**config.mk**
```make
export PLATFORM = sky130hd
export DESIGN_NAME = integer_to_ascii_radix
export DESIGN_NICKNAME = d
export VERILOG_FILES = /design/src/itoa_pkg.sv /design/src/itoa_fifo.sv /design/src/itoa_front.sv /design/src/itoa_back.sv /design/src/integer_to_ascii_radix.sv
export SDC_FILE = /design/constraint.sdc
export NUM_CORES = 1
export LEC_CHECK = 0
export ABC_AREA = 1
export ABC_CLOCK_PERIOD_IN_PS = 23500
export BUFFER_PORTS_ARGS = -buffer_cell sky130_fd_sc_hd__buf_4
export CORE_MARGIN = 1.5
export CORE_UTILIZATION = 30
export CTS_BUF_LIST = sky130_fd_sc_hd__clkbuf_2
export DETAILED_ROUTE_END_ITERATION = 8
export PLACE_DENSITY = 0.43
export SLEW_MARGIN = 10
export SYNTH_ARGS = -nofsm -noshare
export SYNTH_HDL_FRONTEND = slang
export SYNTH_HIERARCHICAL = 1
export SYNTH_SLANG_ARGS = --single-unit
```
**constraint.sdc**
```tcl
create_clock -name clk_i -period 23.5 [get_ports clk_i]
set_clock_uncertainty 0.15 [all_clocks]
set_input_delay 1.175 -clock clk_i [delete_from_list [all_inputs] [get_ports clk_i]]
set_output_delay 1.175 -clock clk_i [all_outputs]
set_load 0.01 [all_outputs]
```
**src/itoa_pkg.sv**
```systemverilog
`default_nettype none

package itoa_pkg;

  localparam int unsigned RadixW = 6;
  localparam int unsigned CharW  = 8;
  localparam int unsigned DigitsPerCycle = 4;

  localparam logic [RadixW-1:0] DecRadix   = 6'd10;
  localparam logic [RadixW-1:0] MinRadix   = 6'd2;
  localparam logic [RadixW-1:0] MaxRadix   = 6'd36;
  localparam logic [CharW-1:0]  AsciiZero  = 8'h30;
  localparam logic [CharW-1:0]  AsciiMinus = 8'h2D;
  localparam logic [CharW-1:0]  AlphaOffset = 8'd7;

  typedef struct packed {
    logic [CharW-1:0] character;
    logic             final_char;
  } res_t;

  typedef enum logic [4:0] {
    S_IDLE = 5'b00001,
    S_DIV  = 5'b00010,
    S_SIGN = 5'b00100,
    S_RD   = 5'b01000,
    S_OUT  = 5'b10000
  } back_state_e;

  function automatic logic [CharW-1:0] digit_char(input logic [RadixW-1:0] d);
    logic [CharW-1:0] c;
    c = AsciiZero + {2'b00, d};
    if (d >= DecRadix) begin
      c = c + AlphaOffset;
    end
    return c;
  endfunction

endpackage

`default_nettype wire

```
**src/itoa_fifo.sv**
```systemverilog
`default_nettype none

module itoa_fifo #(
  parameter int unsigned WIDTH = 8,
  parameter int unsigned DEPTH = 2
) (
  input  wire logic             clk_i,
  input  wire logic             rst_ni,
  input  wire logic             push_i,
  input  wire logic [WIDTH-1:0] data_i,
  output logic                  full_o,
  input  wire logic             pop_i,
  output logic [WIDTH-1:0]      data_o,
  output logic                  empty_o
);

  localparam int unsigned PtrW = (DEPTH > 1) ? $clog2(DEPTH) : 1;
  localparam int unsigned CntW = $clog2(DEPTH + 1);

  logic [WIDTH-1:0] mem_q [DEPTH];
  logic [PtrW-1:0]  wr_ptr_q, wr_ptr_d;
  logic [PtrW-1:0]  rd_ptr_q, rd_ptr_d;
  logic [CntW-1:0]  cnt_q, cnt_d;
  logic             do_push, do_pop;

  assign full_o  = (cnt_q == CntW'(DEPTH));
  assign empty_o = (cnt_q == '0);
  assign data_o  = mem_q[rd_ptr_q];
  assign do_push = push_i && !full_o;
  assign do_pop  = pop_i && !empty_o;

  always_comb begin
    wr_ptr_d = wr_ptr_q;
    rd_ptr_d = rd_ptr_q;
    cnt_d    = cnt_q;
    if (do_push) begin
      wr_ptr_d = (wr_ptr_q == PtrW'(DEPTH - 1)) ? '0 : wr_ptr_q + 1'b1;
    end
    if (do_pop) begin
      rd_ptr_d = (rd_ptr_q == PtrW'(DEPTH - 1)) ? '0 : rd_ptr_q + 1'b1;
    end
    if (do_push && !do_pop) begin
      cnt_d = cnt_q + 1'b1;
    end else if (do_pop && !do_push) begin
      cnt_d = cnt_q - 1'b1;
    end
  end

  always_ff @(posedge clk_i or negedge rst_ni) begin
    if (!rst_ni) begin
      wr_ptr_q <= '0;
      rd_ptr_q <= '0;
      cnt_q    <= '0;
    end else begin
      wr_ptr_q <= wr_ptr_d;
      rd_ptr_q <= rd_ptr_d;
      cnt_q    <= cnt_d;
    end
  end

  always_ff @(posedge clk_i) begin
    if (do_push) begin
      mem_q[wr_ptr_q] <= data_i;
    end
  end

endmodule

`default_nettype wire

```
**src/itoa_front.sv**
```systemverilog
`default_nettype none

module itoa_front
  import itoa_pkg::*;
#(
  parameter int unsigned VALUE_BITS = 32
) (
  input  wire logic                  clk_i,
  input  wire logic                  rst_ni,
  input  wire logic                  cfg_valid_i,
  output logic                       cfg_ready_o,
  input  wire logic [RadixW-1:0]     cfg_data_i,
  input  wire logic [VALUE_BITS-1:0] number_i,
  output logic [VALUE_BITS-1:0]      mag_o,
  output logic                       print_sign_o,
  output logic [RadixW-1:0]          radix_o
);

  logic [RadixW-1:0] radix_q, radix_d;
  logic              negative;

  assign cfg_ready_o = 1'b1;

  // clamp the base into its legal range
  always_comb begin
    radix_d = radix_q;
    if (cfg_valid_i) begin
      priority if (cfg_data_i < MinRadix) begin
        radix_d = MinRadix;
      end else if (cfg_data_i > MaxRadix) begin
        radix_d = MaxRadix;
      end else begin
        radix_d = cfg_data_i;
      end
    end
  end

  always_ff @(posedge clk_i or negedge rst_ni) begin
    if (!rst_ni) begin
      radix_q <= DecRadix;
    end else begin
      radix_q <= radix_d;
    end
  end

  assign negative     = number_i[VALUE_BITS-1];
  assign mag_o        = negative ? (~number_i + 1'b1) : number_i;
  assign print_sign_o = negative && (radix_q == DecRadix);
  assign radix_o      = radix_q;

endmodule

`default_nettype wire

```
**src/itoa_back.sv**
```systemverilog
`default_nettype none

module itoa_back
  import itoa_pkg::*;
#(
  parameter int unsigned VALUE_BITS = 32
) (
  input  wire logic                  clk_i,
  input  wire logic                  rst_ni,
  input  wire logic                  item_empty_i,
  output logic                       item_pop_o,
  input  wire logic [VALUE_BITS-1:0] item_mag_i,
  input  wire logic                  item_print_sign_i,
  input  wire logic [RadixW-1:0]     item_radix_i,
  output logic                       res_push_o,
  output res_t                       res_o,
  input  wire logic                  res_full_i
);

  localparam int unsigned MagW  = ((VALUE_BITS + DigitsPerCycle - 1) / DigitsPerCycle)
                                  * DigitsPerCycle;
  localparam int unsigned Steps = MagW / DigitsPerCycle;
  localparam int unsigned StepW = (Steps > 1) ? $clog2(Steps) : 1;
  localparam int unsigned CntW  = $clog2(VALUE_BITS + 1);
  localparam int unsigned IdxW  = $clog2(VALUE_BITS);

  back_state_e       state_q, state_d;
  logic [MagW-1:0]   div_q, div_d;
  logic [RadixW-1:0] rem_q, rem_d;
  logic [RadixW-1:0] radix_q, radix_d;
  logic              print_sign_q, print_sign_d;
  logic [StepW-1:0]  step_q, step_d;
  logic [CntW-1:0]   cnt_q, cnt_d;

  logic [CharW-1:0]  stack_q [VALUE_BITS];
  logic [CharW-1:0]  rd_data_q;
  logic              wr_en, rd_en;
  logic [IdxW-1:0]   wr_addr, rd_addr;
  logic [CntW-1:0]   cnt_dec;

  logic [RadixW:0]         trial;
  logic [RadixW-1:0]       part_rem;
  logic [DigitsPerCycle-1:0] qbits;
  logic [MagW-1:0]         div_next;
  logic                    last_step;

  // four restoring division steps per cycle
  always_comb begin
    part_rem = rem_q;
    qbits    = '0;
    trial    = '0;
    for (int i = 0; i < DigitsPerCycle; i++) begin
      trial = {part_rem, div_q[MagW-1-i]};
      if (trial >= {1'b0, radix_q}) begin
        trial = trial - {1'b0, radix_q};
        qbits[DigitsPerCycle-1-i] = 1'b1;
      end
      part_rem = trial[RadixW-1:0];
    end
  end

  assign div_next  = {div_q[MagW-DigitsPerCycle-1:0], qbits};
  assign last_step = (step_q == StepW'(Steps - 1));
  assign cnt_dec   = cnt_q - 1'b1;
  assign wr_addr   = cnt_q[IdxW-1:0];
  assign rd_addr   = cnt_dec[IdxW-1:0];
  assign wr_en     = (state_q == S_DIV) && last_step;
  assign rd_en     = (state_q == S_RD);
  assign item_pop_o = (state_q == S_IDLE) && !item_empty_i;

  always_comb begin
    state_d      = state_q;
    div_d        = div_q;
    rem_d        = rem_q;
    radix_d      = radix_q;
    print_sign_d = print_sign_q;
    step_d       = step_q;
    cnt_d        = cnt_q;
    res_push_o   = 1'b0;
    res_o        = '{character: rd_data_q, final_char: (cnt_q == '0)};
    unique case (state_q)
      S_IDLE: begin
        if (!item_empty_i) begin
          div_d        = MagW'(item_mag_i);
          rem_d        = '0;
          radix_d      = item_radix_i;
          print_sign_d = item_print_sign_i;
          step_d       = '0;
          cnt_d        = '0;
          state_d      = S_DIV;
        end
      end
      S_DIV: begin
        div_d  = div_next;
        rem_d  = part_rem;
        step_d = step_q + 1'b1;
        if (last_step) begin
          rem_d  = '0;
          step_d = '0;
          cnt_d  = cnt_q + 1'b1;
          if (div_next == '0) begin
            state_d = S_SIGN;
          end
        end
      end
      S_SIGN: begin
        if (print_sign_q) begin
          res_o      = '{character: AsciiMinus, final_char: 1'b0};
          res_push_o = 1'b1;
          if (!res_full_i) begin
            state_d = S_RD;
          end
        end else begin
          state_d = S_RD;
        end
      end
      S_RD: begin
        cnt_d   = cnt_dec;
        state_d = S_OUT;
      end
      S_OUT: begin
        res_push_o = 1'b1;
        if (!res_full_i) begin
          state_d = (cnt_q == '0) ? S_IDLE : S_RD;
        end
      end
      default: begin
        state_d = S_IDLE;
      end
    endcase
  end

  always_ff @(posedge clk_i or negedge rst_ni) begin
    if (!rst_ni) begin
      state_q <= S_IDLE;
      step_q  <= '0;
      cnt_q   <= '0;
    end else begin
      state_q <= state_d;
      step_q  <= step_d;
      cnt_q   <= cnt_d;
    end
  end

  always_ff @(posedge clk_i) begin
    div_q        <= div_d;
    rem_q        <= rem_d;
    radix_q      <= radix_d;
    print_sign_q <= print_sign_d;
  end

  // digit stack: written least significant first, read back in reverse
  always_ff @(posedge clk_i) begin
    if (wr_en) begin
      stack_q[wr_addr] <= digit_char(part_rem);
    end
  end

  always_ff @(posedge clk_i) begin
    if (rd_en) begin
      rd_data_q <= stack_q[rd_addr];
    end
  end

endmodule

`default_nettype wire

```
**src/integer_to_ascii_radix.sv**
```systemverilog
// Integer to ASCII conversion in a programmable base.
//
// Input queue: drive number_i and raise push; a beat is taken on a clock edge
// with push high and full low. Output queue: while empty is low, character_o
// and final_char_o show the oldest character; pop high takes that beat.
// final_char_o marks the last character of each number. A '-' leads negative
// numbers in base 10 only; other bases print the magnitude.
// Config: cfg_data_i is the base, taken when cfg_valid_i and cfg_ready_o are
// high; values outside 2..36 are clamped. Write it only while idle.
// Flow: a two-entry queue holds accepted numbers while the digit engine
// works. The engine divides four bits per cycle and runs over the whole
// magnitude for each digit, after a load step in the idle state. A sign
// step follows, taken whether or not a '-' is sent. Digits are then played
// out of a digit stack, each through a read state and an output state; the
// engine takes no new number until its last character has been pushed.
// Reset sets the base to 10 and empties both queues. When the receiver stalls,
// the output queue fills, the engine holds, and full rises once the input
// queue is also filled.
`default_nettype none

module integer_to_ascii_radix
  import itoa_pkg::*;
#(
  parameter int unsigned VALUE_BITS = 32
) (
  input  wire logic                  clk_i,
  input  wire logic                  rst_ni,
  input  wire logic                  cfg_valid_i,
  output logic                       cfg_ready_o,
  input  wire logic [RadixW-1:0]     cfg_data_i,
  input  wire logic                  push,
  output logic                       full,
  input  wire logic [VALUE_BITS-1:0] number_i,
  input  wire logic                  pop,
  output logic                       empty,
  output logic [CharW-1:0]           character_o,
  output logic                       final_char_o
);

  localparam int unsigned ItemW = VALUE_BITS + 1 + RadixW;
  localparam int unsigned QDepth = 2;

  logic [VALUE_BITS-1:0] front_mag, back_mag;
  logic                  front_print_sign, back_print_sign;
  logic [RadixW-1:0]     front_radix, back_radix;
  logic                  item_empty, item_pop;
  res_t                  back_res, out_res;
  logic                  res_push, res_full;

  itoa_front #(
    .VALUE_BITS(VALUE_BITS)
  ) u_front (
    .clk_i       (clk_i),
    .rst_ni      (rst_ni),
    .cfg_valid_i (cfg_valid_i),
    .cfg_ready_o (cfg_ready_o),
    .cfg_data_i  (cfg_data_i),
    .number_i    (number_i),
    .mag_o       (front_mag),
    .print_sign_o(front_print_sign),
    .radix_o     (front_radix)
  );

  itoa_fifo #(
    .WIDTH(ItemW),
    .DEPTH(QDepth)
  ) u_item_fifo (
    .clk_i  (clk_i),
    .rst_ni (rst_ni),
    .push_i (push),
    .data_i ({front_radix, front_print_sign, front_mag}),
    .full_o (full),
    .pop_i  (item_pop),
    .data_o ({back_radix, back_print_sign, back_mag}),
    .empty_o(item_empty)
  );

  itoa_back #(
    .VALUE_BITS(VALUE_BITS)
  ) u_back (
    .clk_i            (clk_i),
    .rst_ni           (rst_ni),
    .item_empty_i     (item_empty),
    .item_pop_o       (item_pop),
    .item_mag_i       (back_mag),
    .item_print_sign_i(back_print_sign),
    .item_radix_i     (back_radix),
    .res_push_o       (res_push),
    .res_o            (back_res),
    .res_full_i       (res_full)
  );

  itoa_fifo #(
    .WIDTH($bits(res_t)),
    .DEPTH(QDepth)
  ) u_res_fifo (
    .clk_i  (clk_i),
    .rst_ni (rst_ni),
    .push_i (res_push),
    .data_i (back_res),
    .full_o (res_full),
    .pop_i  (pop),
    .data_o (out_res),
    .empty_o(empty)
  );

  assign character_o  = out_res.character;
  assign final_char_o = out_res.final_char;

endmodule

`default_nettype wire
```
==> results.py, run 1 <==
metrics = {
    "yosys": {
        "synthFlopType": "edfxtp_1",
        "synthTopCellsByCount": "nand2_1, edfxtp_1, nor2_1, inv_1, o21ai_0",
        "seq_area_frac_synth": 0.634,
        "avgSynthCellArea_um2": 10.8,
        "syn-cell-area_um2": 20300,
        "synthArstFlopShare": 0.0647,
        "synth-seq-cells": 433,
        "yosys.area.top_type": "edfxtp_1",
        "yosysMostFrequentCell": "nand2_1",
        "ys_types": 55,
        "synth_cells": 1880,
        "synth_area_leaders": "edfxtp_1, nand2_1, nor2_1, o21ai_0, dfrtp_1",
        "synth_top_area_frac": 0.599,
        "yosysWarnings": 6,
        "syn_nets": 1965,
        "synth_edf_count": 405,
    },
    "place": {
        "dp_hpwl_um": 32700,
        "gp_congestion": 0.865,
        "io_buffers": 53,
        "place_area_um2": 21600,
    },
    "min_path": {
        "min_to": "u_front/radix_o[3]",
        "hold_start": "cfg_valid_i",
        "hold_path.class": "in -> reg",
        "hold_path_depth": 2,
    },
    "cts": {
        "clkLatencyLatePin_ns": 1.14,
        "clkTransAtPathRegs_ns": 0.09,
        "root_buffer": "clkbuf_2",
        "htreeDepth": 3,
        "clock_sinks": 433,
        "cts-buffers-inserted": 112,
        "cts_tree": "built",
        "post_cts_buffers": 0,
        "cts_buffer_depth": 3,
    },
    "worst_setup_path": {
        "r2r_start": "u_back/radix_q[1]",
        "crit_path_max_fanout": 32,
        "path_buf_inv": 5,
        "worstSetupPathType": "reg -> reg",
        "reg2reg_to": "u_back/stack_q[10][5]",
        "cpMostUsedCell": "nand2_1",
        "cp_slowest_cell": "nand2_1",
        "reg2reg_depth": 39,
        "start_kind": "register",
        "cpPeakStageDelay_ns": 0.74,
        "path_delay_family": "simple AND/OR/NAND/NOR gates",
        "endpoint_kind": "register",
        "rrSetupSlack_ns": 15.03,
        "crit_required_ns": 24.06,
        "cp.arrival_ns": 9.03,
    },
    "timing": {
        "rsz0062_at_grt": "false",
        "maxSlewHeadroom": 0.313,
        "tns_ns": 0,
        "finalHoldViolCount": 0,
        "fin_crit_sh": 0.360,
        "fin_crit_ns": 8.47,
        "slew_viol_final": 0,
        "setup_viol": 0,
        "tightest_slew_ns": 1.03,
        "fmax_mhz": 118,
    },
    "die": {
        "die-area_um2": 69200,
        "design.core.area_um2": 67000,
        "die_w_um": 263,
        "ios": 55,
        "initial_core_util": 0.303,
        "rows": 95,
        "die_h_um": 263,
    },
    "global_routing": {
        "met1_usage": 0.203,
        "grt-ovfl-total": 0,
        "grt_first_pass_wirelength_um": 80100,
        "grt_use_met3": 0.0245,
        "grtUsageTotal": 0.149,
        "grt_pass1_vias": 14000,
        "use_met2": 0.238,
        "grt_max_degree": 71,
        "grt-busiest-layer": "met2",
        "antenna_found_initial": 2,
    },
    "final_layout": {
        "finish.instance_area_um2": 22700,
        "syn_to_final_growth_pct": 11.7,
        "finalNetCount": 2077,
        "drive_above_1_share": 0.162,
        "multiInputGateArea_um2": 6560,
        "nFillCells": 6882,
        "ff_latch_area_um2": 12900,
    },
    "routing": {
        "drt_iter0_drc": 798,
        "drc": 0,
        "first_pass_iters": 7,
        "via_per_inst": 4.68,
        "vias": 13800,
        "wire_per_inst_um": 17.5,
        "wl_um": 51700,
        "drtAntennaViolNets": 0,
    },
    "outcome": {
        "status": "finished, final reports clean",
    },
    "job": {
        "max_cap_viol_count": 0,
    },
}
## final cells by class
cell class | instances | area share
Sequential cell | 433 | 0.568
Multi-Input combinational cell | 1217 | 0.289
Tap cell | 873 | 0.0482
Clock buffer | 174 | 0.0384
Inverter | 153 | 0.0254
Timing Repair Buffer | 75 | 0.0252
Clock inverter | 30 | 0.00563
Antenna cell | 2 | 0.000221
## layout by cell type (no fill, tap or decap), types with 5 or more instances in the layout
master / synthesis / final
clkinv_2: 0 / 5
nor2_2: 9 / 9
o221ai_1: 25 / 25
a31oi_1: 10 / 10
inv_1: 141 / 141
buf_4: 6 / 72
nand3_1: 45 / 45
o211ai_1: 27 / 27
nor2_4: 5 / 6
nand2_4: 7 / 7
o21ai_1: 11 / 7
edfxtp_1: 405 / 405
clkbuf_2: 1 / 174
nand2_1: 411 / 410
nor2_1: 276 / 275
ha_1: 38 / 37
nand4_1: 25 / 25
clkinv_1: 2 / 24
dfrtp_1: 25 / 24
a21oi_1: 21 / 21
inv_2: 10 / 11
nand2_2: 17 / 18
xor2_1: 16 / 15
or2_2: 5 / 5
o21ai_2: 2 / 6
nor4_1: 5 / 5
xnor2_1: 20 / 20
o32ai_1: 39 / 39
nor3_1: 6 / 6
nand3b_1: 6 / 6
o21ai_0: 134 / 134
mux2i_1: 25 / 25
## cell families (layout without fill, tap and decap cells)
logic type      after synthesis  after routing  synth area share
compound gates              284            284            0.0891
mux                          25             25            0.0123
fa+ha+maj                    42             42            0.0274
simple gates                829            829             0.176
buf+inv                     230            432            0.0454
other cells                   1              3          0.000185
flops                       433            433             0.634
xor+xnor                     36             36            0.0155
## sequential cells by signal (all words and copies together) (netlist names), 6 cells and up
name	cells
u_back/div_q	32
u_back/rd_data_q	8
u_back/stack_q	256
u_front/radix_o	6
u_back/rem_q	6
u_item_fifo/mem_q	78
u_res_fifo/mem_q	18
u_back/cnt_q	6
u_back/radix_q	6
## layer usage
metal | routed length, um | vias to the layer above
met1 | 24500 | 6621
met4 | 1090 | 0
met3 | 2190 | 78
met5 | 0 | -
li1 | - | 6829
met2 | 23900 | 308
## per-stage QoR
stage,hold WS (ns),cells,setup WS (ns),util
after floorplan,0.292,1880,15.97,-
after global placement,0.314,2748,15.22,0.323
after detailed placement,0.316,2748,15.03,0.323
after CTS,0.0215,2955,14.99,0.338
after global routing,0.100,2956,14.09,0.338
final,0.205,2957,15.03,0.338
## worst max path at each step
| stage | from | endpoint | cells after the start |
|---|---|---|---|
| finish | u_back/radix_q[1] | u_back/stack_q[10][5] | 39 |
| global route | u_back/radix_q[1] | u_back/stack_q[27][3] | 40 |
| CTS | u_back/radix_q[1] | u_back/stack_q[10][5] | 39 |
| detailed placement | u_back/radix_q[1] | u_back/stack_q[24][5] | 39 |
| global placement | u_back/radix_q[1] | u_back/stack_q[24][5] | 39 |
| floorplan | u_back/radix_q[1] | u_back/stack_q[0][0] | 39 |
## timing repair
| action | CTS | global route |
|---|---|---|
| gates resized for setup | 0 | 0 |
| hold buffers | 3 | 0 |
| hold endpoints to repair | 28 | 0 |
Power of run 1 is left out: the tool's default activity adds up to more than one toggle a clock period on the data nets, which glitch-free logic cannot reach.
==> run 2, diff against run 1 <==
ABC_CLOCK_PERIOD_IN_PS = 7400   (was 23500)
PLACE_DENSITY = 0.45   (was 0.43)
clock period = 7.4 ns   (was 23.5 ns; I/O delays follow)
==> run 2 against run 1 <==
Fmax rose by 23%. Global-route usage rose by 0.91 points. Routed wire length rose by 7.3%.
==> results.py, run 2 (synthesized netlist as in run 1, its figures left out) <==
metrics = {
    "outcome": {
        "status": "finished, final reports clean",
    },
    "global_routing": {
        "grt_max_degree": 70,
        "grt_pass1_vias": 14700,
        "grt_first_pass_wirelength_um": 84900,
        "antenna_found_initial": 2,
        "grtUsageTotal": 0.158,
        "grt-ovfl-total": 0,
    },
    "die": {
        "initial_core_util": 0.303,
        "rows": 95,
        "die_h_um": 263,
        "ios": 55,
        "die_w_um": 263,
        "design.core.area_um2": 67000,
        "die-area_um2": 69200,
    },
    "worst_setup_path": {
        "cpMostUsedCell": "nand2_1",
        "endpoint": "u_back/stack_q[15][4]",
        "worstSetupStartpoint": "u_back/rem_q[1]",
        "cpPeakStageDelay_ns": 0.48,
        "rrSetupSlack_ns": 0.51,
        "worstSetupPathType": "reg -> reg",
        "cp_slowest_cell": "edfxtp_1",
        "cp.arrival_ns": 7.54,
        "crit_required_ns": 8.04,
        "reg2reg_to": "u_back/stack_q[15][4]",
        "start_kind": "register",
        "r2r_start": "u_back/rem_q[1]",
        "reg2reg_depth": 42,
        "crit_path_max_fanout": 8,
        "endpoint_kind": "register",
    },
    "cts": {
        "clock_sinks": 433,
        "cts-buffers-inserted": 113,
        "clkLatencyLatePin_ns": 1.12,
        "cts_buffer_depth": 3,
        "cts_tree": "built",
        "clkTransAtPathRegs_ns": 0.10,
        "htreeDepth": 3,
        "root_buffer": "clkbuf_2",
    },
    "timing": {
        "fin_crit_sh": 0.932,
        "tns_ns": 0,
        "fmax_mhz": 145,
        "finalHoldViolCount": 0,
        "hold_ws_ns": 0.199,
        "setup_viol": 0,
        "tightest_slew_ns": 1.19,
        "maxSlewHeadroom": 0.203,
        "slew_viol_final": 0,
        "fin_crit_ns": 6.89,
    },
    "final_layout": {
        "largest_reg_flops": 256,
        "multiInputGateArea_um2": 6830,
        "layout_common_cells": "nand2_1, edfxtp_1, nor2_1",
        "largestRegisters": "u_back/stack_q: 256 flops, u_item_fifo/mem_q: 78 flops, u_back/div_q: 32 flops",
        "drive_above_1_share": 0.187,
        "ff_latch_area_um2": 12900,
        "top_register": "u_back/stack_q",
        "finalNetCount": 2285,
        "nFillCells": 6718,
        "layout_commonest_cell": "nand2_1",
        "syn_to_final_growth_pct": 22.7,
        "stdcell_count": 3169,
    },
    "routing": {
        "via_per_inst": 4.73,
        "drtAntennaViolNets": 0,
        "first_pass_iters": 8,
        "drc": 0,
        "wire_per_inst_um": 17.5,
        "wl_um": 55400,
        "vias": 15000,
        "drt_iter0_drc": 974,
    },
    "min_path": {
        "hold_path.class": "in -> reg",
        "hold_start": "number_i[30]",
    },
    "place": {
        "dp_hpwl_um": 34200,
        "place_inst": 2819,
        "gp_congestion": 0.830,
        "io_buffers": 53,
    },
    "job": {
        "max_cap_viol_count": 0,
    },
}
-- run 2: timing repair --
action	4_1_cts	5_1_grt
pin swaps	0	11
endpoints found under the setup margin	32	256
endpoints found under the hold margin	184	0
hold buffers	125	0
setup buffers	0	10
resized for setup	1	39
cloned	0	4
-- run 2: final cells by class --
class	instances	share of cell area
Clock inverter	55	0.0103
Antenna cell	5	0.000502
Clock buffer	151	0.0303
Tap cell	873	0.0439
Multi-Input combinational cell	1221	0.274
Sequential cell	433	0.517
Timing Repair Buffer	278	0.101
Inverter	153	0.0232
-- run 2: how the worst min path moves through the flow --
stage / to / cells after the start
after global routing: u_item_fifo/mem_q[0][28] / 5
after global placement: u_front/radix_o[5] / 1
after floorplan: u_back/cnt_q[0] / 0
after detailed placement: u_front/radix_o[5] / 1
final: u_item_fifo/mem_q[1][30] / 4
after CTS: u_item_fifo/mem_q[1][30] / 4
-- run 2: layer usage --
metal	part of all wire	wire, um	global-route usage	vias up
li1	-	-	-	7268
met1	0.46	25700	0.215	7233
met2	0.47	25900	0.256	391
met3	0.049	2690	0.0258	88
met4	0.021	1180	0.0556	0
met5	0	0	0	-
-- run 2: worst max-delay path: cells and delay by family (launching register included) --
family | cells | cell delay (ns)
compound gates | 15 | 2.28
xor+xnor | 1 | 0.15
fa+ha+maj | 5 | 1.41
buf+inv | 6 | 0.61
flops | 1 | 0.48
simple gates | 15 | 1.55
-- run 2: per-stage QoR --
step | util | cell area (um2) | worst slack (ns)
after global placement | 0.332 | 22300 | 0.0950
after detailed placement | 0.332 | 22300 | -0.102
after CTS | 0.366 | 24500 | 0.171
after floorplan | - | 20300 | -0.119
final | 0.371 | 24900 | 0.506
after global routing | 0.371 | 24900 | -0.00509
Power of run 2 is left out for the same reason.
